File: config.mk
export PLATFORM = sky130hd
export DESIGN_NAME = dec_back
export DESIGN_NICKNAME = d
export VERILOG_FILES = /design/src/sv/dec_pkg.sv /design/src/sv/dec_back.sv
export SDC_FILE = /design/constraint.sdc
export NUM_CORES = 1
export LEC_CHECK = 0
export ABC_AREA = 1
export BUFFER_PORTS_ARGS = -buffer_cell sky130_fd_sc_hd__buf_2
export CAP_MARGIN = 10
export CORE_MARGIN = 5
export CORE_UTILIZATION = 47
export CTS_BUF_LIST = sky130_fd_sc_hd__clkbuf_4 sky130_fd_sc_hd__clkbuf_8
export DETAILED_ROUTE_END_ITERATION = 7
export PLACE_DENSITY = 0.76
export SYNTH_ARGS = -nofsm -noshare
export SYNTH_HDL_FRONTEND = slang
export SYNTH_SLANG_ARGS = --single-unit
File: constraint.sdc
create_clock -name clk -period 3.6 [get_ports clk]
set_input_delay 0.54 -clock clk [delete_from_list [all_inputs] [get_ports clk]]
set_output_delay 0.54 -clock clk [all_outputs]
set_load 0.02 [all_outputs]
File: src/sv/dec_pkg.sv
package dec_pkg;
  localparam int WORDS = 4;
  localparam int WORD_BITS = 64;
  localparam int IDX_W = 3;

  typedef enum logic [2:0] {
    CLS_IDENT   = 3'd0,
    CLS_SGL_A   = 3'd1,
    CLS_SGL_B   = 3'd2,
    CLS_DBL_AA  = 3'd3,
    CLS_DBL_BB  = 3'd4,
    CLS_DBL_AB  = 3'd5,
    CLS_HIGHER  = 3'd6,
    CLS_UNUSED  = 3'd7
  } cls_t;

  typedef struct packed {
    logic       spin;
    logic [7:0] orb;
    logic       par;
  } slot_t;

  typedef struct packed {
    logic [9:0] diff;
    logic [1:0] ca;
    logic [1:0] cb;
    logic [1:0] da;
    logic [1:0] db;
    slot_t      s0;
    slot_t      s1;
    slot_t      s2;
    slot_t      s3;
  } summ_t;

  function automatic logic [6:0] pop64(input logic [63:0] x);
    logic [6:0] n;
    n = '0;
    for (int i = 0; i < 64; i++) n = n + 7'(x[i]);
    return n;
  endfunction

  function automatic logic [1:0] sat3(input logic [1:0] a, input logic [6:0] b);
    logic [7:0] s;
    s = 8'(a) + 8'(b);
    return (s > 8'd3) ? 2'd3 : s[1:0];
  endfunction

  function automatic logic [5:0] low_idx(input logic [63:0] x);
    logic [5:0] p;
    p = 6'd63;
    for (int i = 63; i >= 0; i--) if (x[i]) p = 6'(i);
    return p;
  endfunction
endpackage

File: src/sv/dec_back.sv
module dec_back (
  input  logic           clk,
  input  logic           rst_n,
  input  logic           q_nempty,
  input  dec_pkg::summ_t q_data,
  output logic           q_pop,
  output logic           out_valid,
  input  logic           out_ready,
  output logic [2:0]     out_excitation_class,
  output logic [8:0]     out_excitation_distance,
  output logic [7:0]     out_create_first,
  output logic [7:0]     out_destroy_first,
  output logic [7:0]     out_create_second,
  output logic [7:0]     out_destroy_second,
  output logic           out_sign_negative
);
  import dec_pkg::*;

  logic       vld_r;
  cls_t       cls;
  logic [7:0] c1, d1, c2, d2;
  logic       sg;
  summ_t      s;

  assign s = q_data;
  assign q_pop = q_nempty && (!vld_r || out_ready);

  always_comb begin
    logic [2:0] sum;
    slot_t ac, bc, ad, bd;
    cls = CLS_HIGHER;
    c1 = '0; d1 = '0; c2 = '0; d2 = '0; sg = 1'b0;
    sum = 3'(s.ca) + 3'(s.cb);
    ac = s.s0.spin ? s.s1 : s.s0;
    bc = s.s0.spin ? s.s0 : s.s1;
    ad = s.s2.spin ? s.s3 : s.s2;
    bd = s.s2.spin ? s.s2 : s.s3;
    if (s.ca == 0 && s.cb == 0 && s.da == 0 && s.db == 0) begin
      cls = CLS_IDENT;
    end else if (s.ca != s.da || s.cb != s.db || sum > 3'd2) begin
      cls = CLS_HIGHER;
    end else if (sum == 3'd1) begin
      cls = (s.ca == 2'd1) ? CLS_SGL_A : CLS_SGL_B;
      c1 = s.s0.orb; d1 = s.s2.orb;
      sg = s.s0.par ^ s.s2.par;
    end else if (s.ca == 2'd1) begin
      cls = CLS_DBL_AB;
      c1 = ac.orb; c2 = bc.orb; d1 = ad.orb; d2 = bd.orb;
      sg = s.s0.par ^ s.s1.par ^ s.s2.par ^ s.s3.par;
    end else begin
      cls = (s.ca == 2'd2) ? CLS_DBL_AA : CLS_DBL_BB;
      c1 = s.s0.orb; c2 = s.s1.orb; d1 = s.s2.orb; d2 = s.s3.orb;
      sg = s.s0.par ^ s.s1.par ^ s.s2.par ^ s.s3.par
         ^ (d1 < c2) ^ (c1 < c2) ^ (d1 < d2) ^ (c1 < d2);
    end
  end

  always_ff @(posedge clk) begin
    if (!rst_n) vld_r <= 1'b0;
    else if (q_pop) vld_r <= 1'b1;
    else if (out_ready) vld_r <= 1'b0;
  end

  always_ff @(posedge clk) begin
    if (q_pop) begin
      out_excitation_class    <= cls;
      out_excitation_distance <= s.diff[9:1];
      out_create_first        <= c1;
      out_destroy_first       <= d1;
      out_create_second       <= c2;
      out_destroy_second      <= d2;
      out_sign_negative       <= sg;
    end
  end

  assign out_valid = vld_r;

  a_hold: assert property (@(posedge clk) disable iff (!rst_n)
    (out_valid && !out_ready) |=> $stable(out_excitation_class))
    else $error("result changed under stall");
  a_cls: assert property (@(posedge clk) disable iff (!rst_n)
    out_valid |-> out_excitation_class != CLS_UNUSED) else $error("bad class");
  a_pop: assert property (@(posedge clk) disable iff (!rst_n)
    q_pop |=> out_valid) else $error("pop lost");
endmodule

==> results.md, run 1 <==
- Status: completed
- Reg clk slew, reported paths: 0.08 ns
- Warnings, synthesis: 0
- Num CTS Buffers: 5
- Flop pwr share: 47.0%
- R2R setup slack: 1.93 ns
- Ys async rst share: 0%
- Area occupied by multi-input gates: 0.00148 sq mm
- Remaining Overflow, GRT: 0
- Drt via density: 5.22
- Startpoint types: primary input
- First-pass DRT Iterations: 4
- IO Port Bufs: 105
- PostCTS Resize Cnt: 0
- Pwr dens: 351 mW/mm^2
- Max-cap violations: 0
- RSZ-0062 raised after global routing: false
- Synthesized area: 0.00306 sq mm
- Final Hold Vio Count: 0
- Drt total wl: 7320 um
- Synth top area share: 44.2%
- GP Congestion: 0.821
- Vias: 2751
- CP endpoint kind: flip-flop
- Slowest CP cell: fa_1
- Count leader, synth: nand2_1
- Clock power frac: 29.3%
- # setup viols final: 0
- Least-Margin Pin Slew: 0.549 ns
- Most area-hungry cell type in the Yosys netlist: edfxtp_1
- Final Max Tran Viols: 0
- Clock Skew: 0.00663 ns
- Critical path class: in2reg
- WL/cell: 13.9 um
- Syn avg cell area: 9.00 sq um
- Mapped Nets: 436
- Largest cells by area after synthesis: edfxtp_1, ha_1, nand2_1
- Max Clock Freq: 395 MHz
- P_sw: 0.377 mW
- Std-Cell Rows: 29
- Combinational Power Share: 23.7%
- Max-Slew Margin vs Limit: 63.0%
- Post-synth EDFFs: 45
- Pleak: 1.85 nW
- Die Area: 0.00822 sq mm
- Fraction of layout instances using a drive strength above 1: 32.7%
- Core ar.: 0.00635 sq mm
- Num ports: 109
- Commonest cells post-synth: nand2_1, edfxtp_1, inv_1, ha_1, nand3_1
- Largest net degree at the start of global routing: 32
- # diodes: 0
- Clk_lat worst skew: 0.29 ns
- Vias in the first global route: 2792
- Die Width: 90.7 um
- Net Sw Frac: 28.3%
- Yosys reg bits: 46
- Clk sink count: 46
- First-pass GRT wire length: 12200 um
- Initial Util: 48.2%
- Fillers: 530
- Worst hold slack: 0.420 ns
- Most common cell on crit path: nand2_1
- Antenna viol nets, final: 0
- Arrival @ worst endpoint: 2.66 ns
- Nets: 545
- Max stage delay on crit path: 0.47 ns
- Post-synthesis sequential area ratio: 44.8%
- Post-synth cell types: 33
- Period Utilization, post-route: 70.3%
- H-tree Lvls: 2
- Power Total: 1.33 mW
- Clk buf depth: 2
- CP Cell Sequence: buf_2 -> ha_1 -> fa_1 -> nor3_1 -> inv_1 -> buf_4 -> nand2_1 -> nand2_1 -> a21oi_1
- CTS tree: done
- Clock root buffer: clkbuf_8
- Initial antenna violation count: 0
- Worst Path Max Fanout: 14
- Crit path required time: 3.73 ns
- Dpl cells: 519
- Worst setup margin: 1.07 ns
- Crit path time final: 2.53 ns
- Die height: 90.7 um
- Worst min-delay path class: in2reg
- Hold-fix buffers, CTS: 0
- Seq. cell area: 0.00137 sq mm
- Final non-filler cell total: 527
- DRC: 0
- Post-DP HPWL: 5810 um
- Synth Flop Type: edfxtp_1
- Setup Fix Bufs, Post-CTS: 0
- Cell internal pwr: 0.955 mW
- Peak supply drop: 0.195 mV
- Worst setup slack after placement: 0.794 ns
- P&R area growth vs syn: 23.9%
- First-iteration detailed-routing DRC count: 97
- Post-synthesis cell count: 340
- Tot GR Track Use: 17.9%
- Setup Total Neg Slack: 0 ns
[power groups by stage]
stage                     clock network (mW)  registers (mW)  logic (mW)
after floorplan                            0           0.681       0.160
after global placement                     0           0.638       0.303
after detailed placement                   0           0.639       0.316
after CTS                              0.401           0.626       0.317
after global routing                   0.420           0.629       0.356
final                                  0.391           0.626       0.316
[logic make-up after synthesis]
family	share of synthesized area (%)
AO/OA/AOI/OAI	13.3
XOR/XNOR	1.15
adder cells (fa/ha/maj)	14.2
buffers and inverters	7.12
flip-flops	44.8
AND/OR/NAND/NOR	19.5
[through the flow]
step           area, sq um  util [%]
2_1_floorplan         3060         -
3_3_place_gp          3680      57.9
3_5_place_dp          3680      57.9
4_1_cts               3790      59.7
5_1_grt               3790      59.7
6_report              3790      59.7
[final timing paths]
path | from | endpoint | cells past startpoint
worst max-delay path | q_data[46] | out_destroy_first[1] | 9
worst max register to register | out_valid | out_create_first[4] | 2
worst min register to register | out_valid | out_valid | 2
worst min-delay path | q_data[53] | out_excitation_distance[4] | 1
[worst max-delay path, delay by kind of cell]
kind | cells | cell delay, ns
simple gates | 3 | 0.58
buf+inv | 3 | 0.72
compound gates | 1 | 0.16
fa+ha+maj | 2 | 0.66
[final cells by class]
cell class | count | share of cell area [%]
Multi-Input combinational cell | 240 | 39.1
Clock buffer | 7 | 2.21
Inverter | 48 | 4.75
Timing Repair Buffer | 108 | 14.5
Tap cell | 77 | 2.54
Sequential cell | 46 | 36.2
Clock inverter | 1 | 0.792
[layer usage]
metal	GRT usage [%]	share of wire [%]	routed length, um
met1	20.0	39	2890
met2	31.9	50	3660
met3	4.58	7.8	574
met4	7.69	2.7	195
met5	0	0	0
[state kept, by name (all words and copies together) (netlist names)]
signal / count
out_destroy_first: 8
out_excitation_distance: 9
out_valid: 1
out_excitation_class: 3
out_create_second: 8
out_destroy_second: 8
out_create_first: 8
out_sign_negative: 1
[layout by cell type (no fill, tap or decap), drive strengths merged, types with 2 or more instances in the layout]
master  count
xor2        2
o21ai       6
nor2       13
clkbuf      7
ha         33
clkinv      2
edfxtp     45
buf       108
nor4        2
inv        46
o21a        2
nand2      95
nand3      28
xnor2       2
a21oi      47
Power figures use the tool's default switching activity.
==> inputs of run 2 (changes only) <==
PLACE_DENSITY = 0.79   (was 0.76)
clock period = 2.1 ns   (was 3.6 ns; I/O delays follow)
==> results.md, run 2 (synthesis results as in run 1) <==
- Status: completed
- Period Utilization, post-route: 95.4%
- Max Clock Freq: 499 MHz
- Power Total: 2.32 mW
- First-pass GRT wire length: 12900 um
- Arrival @ worst endpoint: 2.14 ns
- Final Max Tran Viols: 0
- WL/cell: 14.1 um
- GP Congestion: 0.826
- CP endpoint kind: flip-flop
- Post-DP HPWL: 6280 um
- Most frequent cells in the layout: buf_2, nand2_1, edfxtp_1
- Number of flip-flops in the largest register: 9
- Least-Margin Pin Slew: 0.446 ns
- Crit path time final: 2.00 ns
- Worst hold slack: 0.193 ns
- Fillers: 527
- Num ports: 109
- Clk_lat worst skew: 0.29 ns
- Pwr dens: 588 mW/mm^2
- Nets: 563
- Top reg by flops: out_excitation_distance
- Pleak: 1.94 nW
- Core ar.: 0.00635 sq mm
- CP Cell Sequence: buf_2 -> ha_1 -> fa_1 -> a221oi_2 -> nand3_1 -> nor2_2 -> nand2_2 -> buf_12 -> a21oi_1
- Die height: 90.7 um
- Die Width: 90.7 um
- Vias: 2852
- Final Hold Vio Count: 0
- Max stage delay on crit path: 0.48 ns
- RSZ-0062 raised after global routing: false
- Hold-fix buffers, CTS: 0
- # setup viols final: 0
- Peak supply drop: 0.363 mV
- Vias in the first global route: 2884
- First-pass DRT Iterations: 4
- PostCTS Resize Cnt: 0
- Drt total wl: 7710 um
- Worst Path Max Fanout: 8
- Clock root buffer: clkbuf_8
- Commonest non-fill, non-tap cell in the layout: buf_2
- Largest net degree at the start of global routing: 20
- Gr busiest metal: met2
- Reg clk slew, reported paths: 0.08 ns
- Worst min-delay path class: in2reg
- Remaining Overflow, GRT: 0
- Clk buf depth: 2
- Met1 global-route usage: 21.2%
- Met2 Usage GRT: 34.9%
- Crit path required time: 2.24 ns
- H-tree Lvls: 2
- Startpoint types: primary input
- IO Port Bufs: 105
- Std-Cell Rows: 29
- Initial Util: 48.2%
- Setup Fix Bufs, Post-CTS: 0
- P&R area growth vs syn: 29.0%
- Drt via density: 5.23
- Max-Slew Margin vs Limit: 70.2%
- # diodes: 0
- Critical path class: in2reg
- Die Area: 0.00822 sq mm
- Fraction of layout instances using a drive strength above 1: 35.7%
- Slowest CP cell: fa_1
- Tot GR Track Use: 18.9%
- First-iteration detailed-routing DRC count: 142
- Routing usage on met3: 4.33%
- Initial antenna violation count: 0
- Clock Skew: 0.00336 ns
- CTS tree: done
- DRC: 0
- Antenna viol nets, final: 0
- Max-cap violations: 0
- Num CTS Buffers: 5
- Clk sink count: 46
==> run 2: cell count changes in the layout (fill, tap and decap cells not counted) <==
cell     previous run  this run
buf_12              0         1
buf_4               3        20
nand2_1            93        92
nand2_2             2         3
nor3_1              1         0
nor3_2              0         1
==> run 2: path summary, 6_finish.rpt <==
kind                   start                          to  slack (ns)  cells after the start
setup / recovery  q_data[44]        out_create_second[7]         0.1                      9
hold / removal    q_data[54]  out_excitation_distance[5]        0.19                      1
setup reg to reg   out_valid     out_excitation_class[0]        0.80                      2
hold reg to reg    out_valid                   out_valid        0.54                      2
==> run 2: layout make-up <==
type	count	area, sq um	share of cell area (%)
Clock buffer	7	83.8	2.12
Clock inverter	1	30.0	0.761
Inverter	48	180	4.57
Multi-Input combinational cell	240	1490	37.7
Sequential cell	46	1370	34.7
Tap cell	77	96.3	2.44
Timing Repair Buffer	126	696	17.6
==> run 2: through the flow <==
| step | setup TNS (ns) | worst slack, ns | util, % | std cells | area, sq um |
|---|---|---|---|---|---|
| 2_1_floorplan | 0 | 0.00998 | - | 340 | 3070 |
| 3_3_place_gp | -3.38 | -0.131 | 60.2 | 537 | 3820 |
| 3_5_place_dp | -5.36 | -0.235 | 60.2 | 537 | 3820 |
| 4_1_cts | 0 | 0.0651 | 62.0 | 545 | 3940 |
| 5_1_grt | 0 | 0.000965 | 62.1 | 545 | 3950 |
| 6_report | 0 | 0.0959 | 62.1 | 545 | 3950 |
==> run 2: critical path: cells and delay by family <==
kind	cells	cell delay, ns
compound gates	2	0.41
fa+ha+maj	2	0.68
buf+inv	2	0.28
simple gates	3	0.45
==> run 2: per-layer routing <==
layer | vias to the layer above | part of all wire, %
met5 | - | 0
met2 | 116 | 52
met1 | 1318 | 37
met3 | 16 | 8.5
li1 | 1402 | -
met4 | 0 | 2.4
==> run 2: power by group <==
group	internal (mW)	switching [mW]	leakage, nW	total [mW]
logic	0.221	0.358	1.44	0.579
clock network	0.382	0.288	0.0593	0.670
registers	1.06	0.0124	0.448	1.07
