`src/sv/dec_pkg.sv`:
```
package dec_pkg;
  localparam int WORDS = 4;
  localparam int WORD_BITS = 64;
  localparam int IDX_W = 3;

  typedef enum logic [2:0] {
    CLS_IDENT   = 3'd0,
    CLS_SGL_A   = 3'd1,
    CLS_SGL_B   = 3'd2,
    CLS_DBL_AA  = 3'd3,
    CLS_DBL_BB  = 3'd4,
    CLS_DBL_AB  = 3'd5,
    CLS_HIGHER  = 3'd6,
    CLS_UNUSED  = 3'd7
  } cls_t;

  typedef struct packed {
    logic       spin;
    logic [7:0] orb;
    logic       par;
  } slot_t;

  typedef struct packed {
    logic [9:0] diff;
    logic [1:0] ca;
    logic [1:0] cb;
    logic [1:0] da;
    logic [1:0] db;
    slot_t      s0;
    slot_t      s1;
    slot_t      s2;
    slot_t      s3;
  } summ_t;

  function automatic logic [6:0] pop64(input logic [63:0] x);
    logic [6:0] n;
    n = '0;
    for (int i = 0; i < 64; i++) n = n + 7'(x[i]);
    return n;
  endfunction

  function automatic logic [1:0] sat3(input logic [1:0] a, input logic [6:0] b);
    logic [7:0] s;
    s = 8'(a) + 8'(b);
    return (s > 8'd3) ? 2'd3 : s[1:0];
  endfunction

  function automatic logic [5:0] low_idx(input logic [63:0] x);
    logic [5:0] p;
    p = 6'd63;
    for (int i = 63; i >= 0; i--) if (x[i]) p = 6'(i);
    return p;
  endfunction
endpackage

```
`src/sv/dec_queue.sv`:
```
module dec_queue (
  input  logic           clk,
  input  logic           rst_n,
  input  logic           push,
  input  dec_pkg::summ_t wdata,
  output logic           full,
  input  logic           pop,
  output logic           nempty,
  output dec_pkg::summ_t rdata
);
  import dec_pkg::*;

  summ_t      mem_r [2];
  logic       wp_r, rp_r;
  logic [1:0] cnt_r;

  assign full = cnt_r == 2'd2;
  assign nempty = cnt_r != 2'd0;
  assign rdata = mem_r[rp_r];

  always_ff @(posedge clk) begin
    if (push) mem_r[wp_r] <= wdata;
  end

  always_ff @(posedge clk) begin
    if (!rst_n) begin
      wp_r <= 1'b0;
      rp_r <= 1'b0;
      cnt_r <= '0;
    end else begin
      if (push) wp_r <= !wp_r;
      if (pop) rp_r <= !rp_r;
      cnt_r <= cnt_r + 2'(push) - 2'(pop);
    end
  end

  a_no_over: assert property (@(posedge clk) disable iff (!rst_n)
    !(push && full)) else $error("queue overflow");
  a_no_under: assert property (@(posedge clk) disable iff (!rst_n)
    !(pop && !nempty)) else $error("queue underflow");
  a_cnt: assert property (@(posedge clk) disable iff (!rst_n)
    cnt_r <= 2'd2) else $error("count out of range");
endmodule

```
`config.mk`:
```
export PLATFORM = sky130hd
export DESIGN_NAME = dec_queue
export DESIGN_NICKNAME = d
export VERILOG_FILES = /design/src/sv/dec_pkg.sv /design/src/sv/dec_queue.sv
export SDC_FILE = /design/constraint.sdc
export NUM_CORES = 1
export LEC_CHECK = 0
export ABC_CLOCK_PERIOD_IN_PS = 4500
export BUFFER_PORTS_ARGS = -buffer_cell sky130_fd_sc_hd__buf_4
export CAP_MARGIN = 20
export CORE_UTILIZATION = 47
export CTS_CLUSTER_SIZE = 12
export DETAILED_ROUTE_END_ITERATION = 12
export GPL_TIMING_DRIVEN = 0
export PLACE_DENSITY_LB_ADDON = 0.2
export SLEW_MARGIN = 20
export SYNTH_ARGS = -nofsm -noshare
export SYNTH_HDL_FRONTEND = slang
export SYNTH_SLANG_ARGS = --single-unit
```
`constraint.sdc`:
```
create_clock -name clk -period 4.5 [get_ports clk]
set_input_delay 0.675 -clock clk [delete_from_list [all_inputs] [get_ports clk]]
set_output_delay 0.675 -clock clk [all_outputs]
set_load 0.1 [all_outputs]
```
==> impl_results.md, run 1 <==
* Worst clock skew at 0.0112 ns
* Min Clock Period, post-route at 2.50 ns
* RSZ-0062 raised after global routing: false
* Post-CTS Setup Inserts at 0
* Total Neg Setup Slack at 0 ns
* Crit path cell chain: buf_6 > buf_6 > mux2_4 > buf_4
* Placement Rows at 35
* Met3 routing resource usage after global routing at under 10%
* Final antenna-violating net count at 0
* Final setup violation count at 0
* Antenna diode count at 0
* Worst Hold Class: in -> reg
* DR vias at between 2,000 and 2,500
* Register-to-Register Setup Slack at 2.95 ns
* Count of instances resized after the clock tree is built at 0
* Slew at the pin closest to its max-slew limit at roughly 0.55 ns
* Number of hold buffers added after cts at 0
* Avg Inst Size Synth at between 20 and 25 µm²
* CP top delay family: buffers and inverters
* Initial Utilization at 48.6%
* H-tree lvl count at 4
* Capture instance of the worst register-to-register path: mem_r[0][21]
* Largest driver fanout on the critical path at 10
* Clock tree root driver cell: clkbuf_8
* Antenna violations before repair at 0
* Net count after synthesis at 265
* Req. time, crit path at 3.83 ns
* Number of placed I/O pins at 122
* Result of the run: finished, final reports clean
* Final Hold Violating Endpoints at 0
* Worst path buffer plus inverter count at 3
* Overall die height at between 90 and 100 µm
* Endpoint class of the critical path: output port
* Clock Pin Slew Worst Setup and Hold Paths at 0.06 ns
* Overflow after GRT at 0
* Maximum capacitance violations at 0
* Routability congestion estimate from global placement at 0.647
* Launch instance of the worst register-to-register path: wp_r
* Area contributors post-synth: edfxtp_1 (78%), mux2_2 (9.5%), mux2_4 (6.7%), dfxtp_1 (2.2%), buf_6 (0.75%)
* Pre-antenna DRT Iters at 4
* Highest-delay cell along the critical path: dfxtp_1
* Via/cell ratio at 4.68
* DRC violation count after routing at 0
* Maximum achievable frequency at 0.400 GHz
* Total of buffers placed on input and output ports at around 120
* Post-Route Hold Slack at 0.348 ns
* Area enclosed by the die boundary at approximately 9900 µm²
* Core box area at 9240 µm²
* Cell type with the highest occurrence count on the critical path: buf_6
* Wire length after detailed routing at 7.62 mm
* Syn-to-layout area delta at 39.3%
* Area fraction of the dominant cell type after synthesis at 77.6%
* Pins Over Slew Limit at 0
* Worst setup path endpoint: rdata[37]
* Worst Slack Setup Final at ~2 ns
* Share of post-route cells with drive strength above 1 at 61.9%
* Dpl hpwl at 4.95 mm
* Global-route wire length before repair at 11.5 mm
* Number of DRC violations after detailed-routing iteration 0 at 71
* Tcrit/Tclk final at 55.6%
* Relative max-transition margin at 63.3%
* Most used cells in the layout excluding fill and tap cells: buf_4 (121), edfxtp_1 (116), mux2_2 (38)
* Width of the chip at 99.7 µm
* Net count reported at finish at 408
* CP startpoint kind: flip-flop
* Proportion of synthesized chip area in sequential cells at 79.8%
* Vias in the first global route at 2,394
* Arr. time, crit path at 1.83 ns
* Number of register bits inferred by synthesis at 121
* TritonCTS Buffers at 17
* Met1 Usage GRT at roughly 18%
* Final standard cell utilization of the core at between 60% and 70%
* Synthesized cell area at 4490 µm²
* Maximum number of pins on one net before global-route repair at 41
* Largest vdd supply drop at 289 µV
* TritonCTS Sinks at 121
* WL/cell at 15.7 µm
* Worst Setup Path Type: reg -> out
* Global route hottest layer: met2
* Largest area contributor in the netlist: edfxtp_1
* Clk Latency, worst-skew pair at 0.51 ns
* Filler Cell Count at 636
* Total power per unit cell area at about 550 nW/µm²
* Post-synthesis cell count at about 200
* Levels on crit path at 4
* Syn. warnings at 0
* Area of the multi-input gates at 858 µm²
* Leakage Power at 2.42 nW
* Count of cells along the worst register-to-register path at 3
* Critical Path Max Stage Delay at approximately 0.38 ns
* Clock tree from TritonCTS: built
* Total area of sequential cells at approximately 3600 µm²
* Most common library cell in the layout ignoring fill and taps: buf_4
* Combined global-route utilization of all metal layers at 16.1%
* Maximum root-to-sink buffer count at 2
* Number of library cell types mapped by synthesis at 14
* Global Route met2 Usage at 27.0%
* Worst slack at placement at 2.44 ns
==> cell usage after synthesis <==
library cell  instances
buf_2                 3
buf_6                 3
nor2b_1               4
or2_2                 1
inv_1                 2
dfxtp_1               5
mux2_4               20
mux2_2               38
ha_1                  2
edfxtp_1            116
and2_1                4
xor2_1                1
o21a_1                1
xnor3_1               1
==> per-layer routing <==
metal	share of wire [%]	routed length (µm)
met1	41	3110
met5	0	0
met4	1.7	126
met2	51	3870
met3	6.7	514
==> area by class of cell <==
class	instances	area share (%)
plain buffers	6	0.781
clock buffers	18	6.69
clock inverters	14	3.14
inverters	2	0.120
multi-input cells	72	13.7
flip-flops and latches	121	57.3
well taps	129	2.58
repair buffers	124	15.6
==> power by group <==
group          switching (mW)  internal (mW)  total [mW]  leakage, nW
clock                   0.482          0.901        1.38        0.282
combinational           0.541          0.201       0.742         1.01
sequential             0.0173           1.30        1.32         1.13
total                    1.04           2.40        3.44         2.42
==> kinds of logic after synthesis <==
logic type,Yosys count,share of synthesized area (%)
AO/OA/AOI/OAI,1,0.167
XOR/XNOR,2,0.697
adder cells (fa/ha/maj),2,0.557
buffers and inverters,8,1.25
flip-flops,121,79.8
multiplexers,58,16.2
AND/OR/NAND/NOR,9,1.25
==> flip-flops by register name, indices dropped and copies added, names as in the netlist, named ones only <==
signal	count
mem_r	116
cnt_r	2
rp_r	1
wp_r	1
==> how the worst min path moves through the flow <==
stage	from	end	depth (start not counted)
after CTS	wdata[19]	mem_r[0][19]	1
after floorplan	rp_r	flip-flop	2
after detailed placement	rp_r	rp_r	2
final	wdata[55]	mem_r[1][55]	1
after global placement	rp_r	flip-flop	2
after global routing	wdata[19]	mem_r[1][19]	1
==> per-stage QoR <==
step	area, µm²	power, mW	std cells
2_1_floorplan	4490	1.92	201
3_3_place_gp	5560	2.08	451
3_5_place_dp	5640	2.09	454
4_1_cts	6250	3.47	486
5_1_grt	6250	3.54	486
6_report	6250	3.44	486
Power figures use the tool's default switching activity.
==> run 2, diff against run 1 <==
--- a/config.mk
+++ b/config.mk
@@ -5,7 +5,7 @@
 export SDC_FILE = /design/constraint.sdc
 export NUM_CORES = 1
 export LEC_CHECK = 0
-export ABC_CLOCK_PERIOD_IN_PS = 4500
+export ABC_CLOCK_PERIOD_IN_PS = 2200
 export BUFFER_PORTS_ARGS = -buffer_cell sky130_fd_sc_hd__buf_4
 export CAP_MARGIN = 20
 export CORE_UTILIZATION = 47
==> constraint.sdc (replaced) <==
create_clock -name clk -period 2.2 [get_ports clk]
set_input_delay 0.33 -clock clk [delete_from_list [all_inputs] [get_ports clk]]
set_output_delay 0.33 -clock clk [all_outputs]
set_load 0.1 [all_outputs]
==> run 2 against run 1 <==
  * Via count increased by 11%
  * Hold slack got worse by 0.27 ns
  * Sequential share of layout area decreased by 4.7 points
  * Count of clock-buffer cells in the layout decreased by 1
  * First-iteration DRC count increased by 45%
  * Clock power increased by 96%
  * Non-clock buffer count increased by 58
  * Setup slack got worse by 1.9 ns
  * Critical endpoint is now rdata[47]
  * Largest cell class unchanged
  * Largest power group unchanged
==> impl_results.md, run 2 (synthesized netlist as in run 1, its figures left out) <==
* Wire length after detailed routing at 8.44 mm (+11%)
* Final Hold Violating Endpoints at 0 (unchanged)
* Crit path cell chain: buf_6 > buf_6 > mux2_4 > buf_4
* Net count reported at finish at 466 (+14%)
* Tcrit/Tclk final at roughly 96%
* Pre-antenna DRT Iters at 5 (+1)
* Worst clock skew at 0.00640 ns (-0.00482 ns)
* Pins Over Slew Limit at 0 (unchanged)
* Leakage Power at 2.67 nW (+10%)
* Launch instance of the worst register-to-register path: wp_r
* TritonCTS Buffers at 17 (unchanged)
* Slew at the pin closest to its max-slew limit at 0.617 ns (+0.0687 ns)
* Number of placed I/O pins at 122 (unchanged)
* Maximum capacitance violations at 0 (unchanged)
* Area enclosed by the die boundary at 9940 µm² (unchanged)
* Maximum root-to-sink buffer count at 2 (unchanged)
* Worst Hold Class: in -> reg
* Number of cells on the worst hold path at 2 (+1)
* Syn-to-layout area delta at 51.7%
* Top flop regs: mem_r x116, cnt_r x2
* Total of buffers placed on input and output ports at 121 (unchanged)
* DRC violation count after routing at 0 (unchanged)
* TritonCTS Sinks at 121 (unchanged)
* Count of cells along the worst register-to-register path at 2 (-1)
* Dpl hpwl at 5.11 mm (+3.3%)
* Post-Route Hold Slack at 0.0762 ns (-0.272 ns)
* Capture instance of the worst register-to-register path: mem_r[0][57]
* Clock tree from TritonCTS: built
* Highest-delay cell along the critical path: dfxtp_2
* Cell type with the highest occurrence count on the critical path: buf_6
* Clk Latency, worst-skew pair at 0.51 ns (about the same)
* Core box area at 9240 µm² (unchanged)
* Most used cells in the layout excluding fill and tap cells: buf_4 (121), edfxtp_1 (116), dlygate4sd3_1 (58)
* Share of post-route cells with drive strength above 1 at 53.7% (-8.2 points)
* Total area of sequential cells at 3580 µm² (about the same)
* Antenna violations before repair at 0 (unchanged)
* Startpoint of the tightest hold check path: rst_n
* Relative max-transition margin at 58.8% (-4.6 points)
* Global-route wire length before repair at 13.2 mm (+15%)
* DR vias at 2,524 (+11%)
* Vias in the first global route at 2,756 (+15%)
* Combined global-route utilization of all metal layers at 18.3% (+2.2 points)
* H-tree lvl count at 4 (unchanged)
* Placement Rows at 35 (unchanged)
* Width of the chip at 99.7 µm (unchanged)
* Largest driver fanout on the critical path at 10 (unchanged)
* Min Clock Period, post-route at 2.10 ns
* Clock Pin Slew Worst Setup and Hold Paths at 0.05 ns (about the same)
* Initial Utilization at 48.6% (unchanged)
* Overflow after GRT at 0 (unchanged)
* Via/cell ratio at 4.64 (-0.84%)
* Endpoint class of the critical path: output port
* Endpoint with the worst hold slack: rp_r
* Total Neg Setup Slack at 0 ns (unchanged)
* Register-to-Register Setup Slack at 0.76 ns (-2.19 ns)
* Worst Setup Path Type: reg -> out
* Top register by number of flip-flops: mem_r
* CP startpoint kind: flip-flop
* Routability congestion estimate from global placement at 0.718 (+11%)
* Maximum number of pins on one net before global-route repair at 33 (-20%)
* Filler Cell Count at 557 (-12%)
* WL/cell at 15.5 µm (-1.1%)
* Critical Path Max Stage Delay at 0.35 ns (-0.03 ns)
* Most common library cell in the layout ignoring fill and taps: buf_4
* Total power per unit cell area at 1030 nW/µm² (+87%)
* Antenna diode count at 0 (unchanged)
* Number of DRC violations after detailed-routing iteration 0 at 103 (+45%)
* Largest vdd supply drop at 746 µV (+160%)
* CP top delay family: buffers and inverters
* Clock tree root driver cell: clkbuf_8
* RSZ-0062 raised after global routing: false
* Final antenna-violating net count at 0 (unchanged)
* Overall die height at 99.7 µm (unchanged)
* Final setup violation count at 0 (unchanged)
* Maximum achievable frequency at between 0.4 and 0.5 GHz
* Area of the multi-input gates at 858 µm² (unchanged)
* Result of the run: finished, final reports clean
* Worst path buffer plus inverter count at 3 (unchanged)
* Number of flip-flops in the largest register at 116 (unchanged)
* Req. time, crit path at 1.87 ns (-1.96 ns)
* Arr. time, crit path at 1.77 ns (-0.06 ns)
-- run 2: cell types whose count changed in the layout (fill, tap and decap cells not counted), sizes merged --
| cell | previous run | this run |
|---|---|---|
| clkinv | 3 | 8 |
| dlygate4sd3 | 0 | 58 |
| clkbuf | 18 | 17 |
| bufinv | 4 | 3 |
| clkinvlp | 5 | 2 |
-- run 2: final cells by class --
class                           count  area share, %
Buffer                              6          0.717
Timing Repair Buffer              182           22.9
Inverter                            2          0.110
Clock inverter                     15           2.59
Clock buffer                       17           6.08
Multi-Input combinational cell     72           12.6
Sequential cell                   121           52.7
Tap cell                          129           2.37
-- run 2: per-stage QoR --
stage	instances	worst slack (ns)	total power, mW	area [µm²]	utilization [%]
after floorplan	201	0.0179	3.93	4500	-
after global placement	451	-0.810	4.24	5570	60.2
after detailed placement	454	0.549	4.28	5640	61.0
after CTS	544	-0.000556	7.07	6810	73.7
after global routing	544	0.00489	7.22	6810	73.7
final	544	0.0979	7.02	6810	73.7
-- run 2: worst max path at each step --
stage                   start           end  slack [ns]  cells past startpoint
floorplan                wp_r   mem_r[1][0]        0.02                      1
global placement         push  mem_r[1][55]       -0.81                      2
detailed placement  flip-flop     rdata[47]        0.55                      4
CTS                 flip-flop     rdata[42]     -0.0006                      4
global route        flip-flop     rdata[42]       0.005                      4
finish              flip-flop     rdata[47]         0.1                      4
-- run 2: power breakdown --
part	internal, mW	total [mW]	switching (mW)
Sequential	2.66	2.70	0.0356
Combinational	0.480	1.61	1.13
Clock	1.72	2.71	0.983
Total	4.87	7.02	2.15
-- run 2: layer usage --
| metal | vias to the layer above | part of all wire, % | GRT usage, % |
|---|---|---|---|
| met5 | - | 0 | 0 |
| met4 | 0 | 1.5 | 9.28 |
| met3 | 13 | 5.0 | 5.62 |
| met2 | 83 | 52 | 30.9 |
| met1 | 1231 | 41 | 21.1 |
| li1 | 1197 | - | - |
-- run 2: what timing repair did --
item,CTS,global route
endpoints found under the hold margin,115,0
setup endpoints to repair,1,47
resized for setup,0,1
setup buffers,0,0
hold buffers,58,0
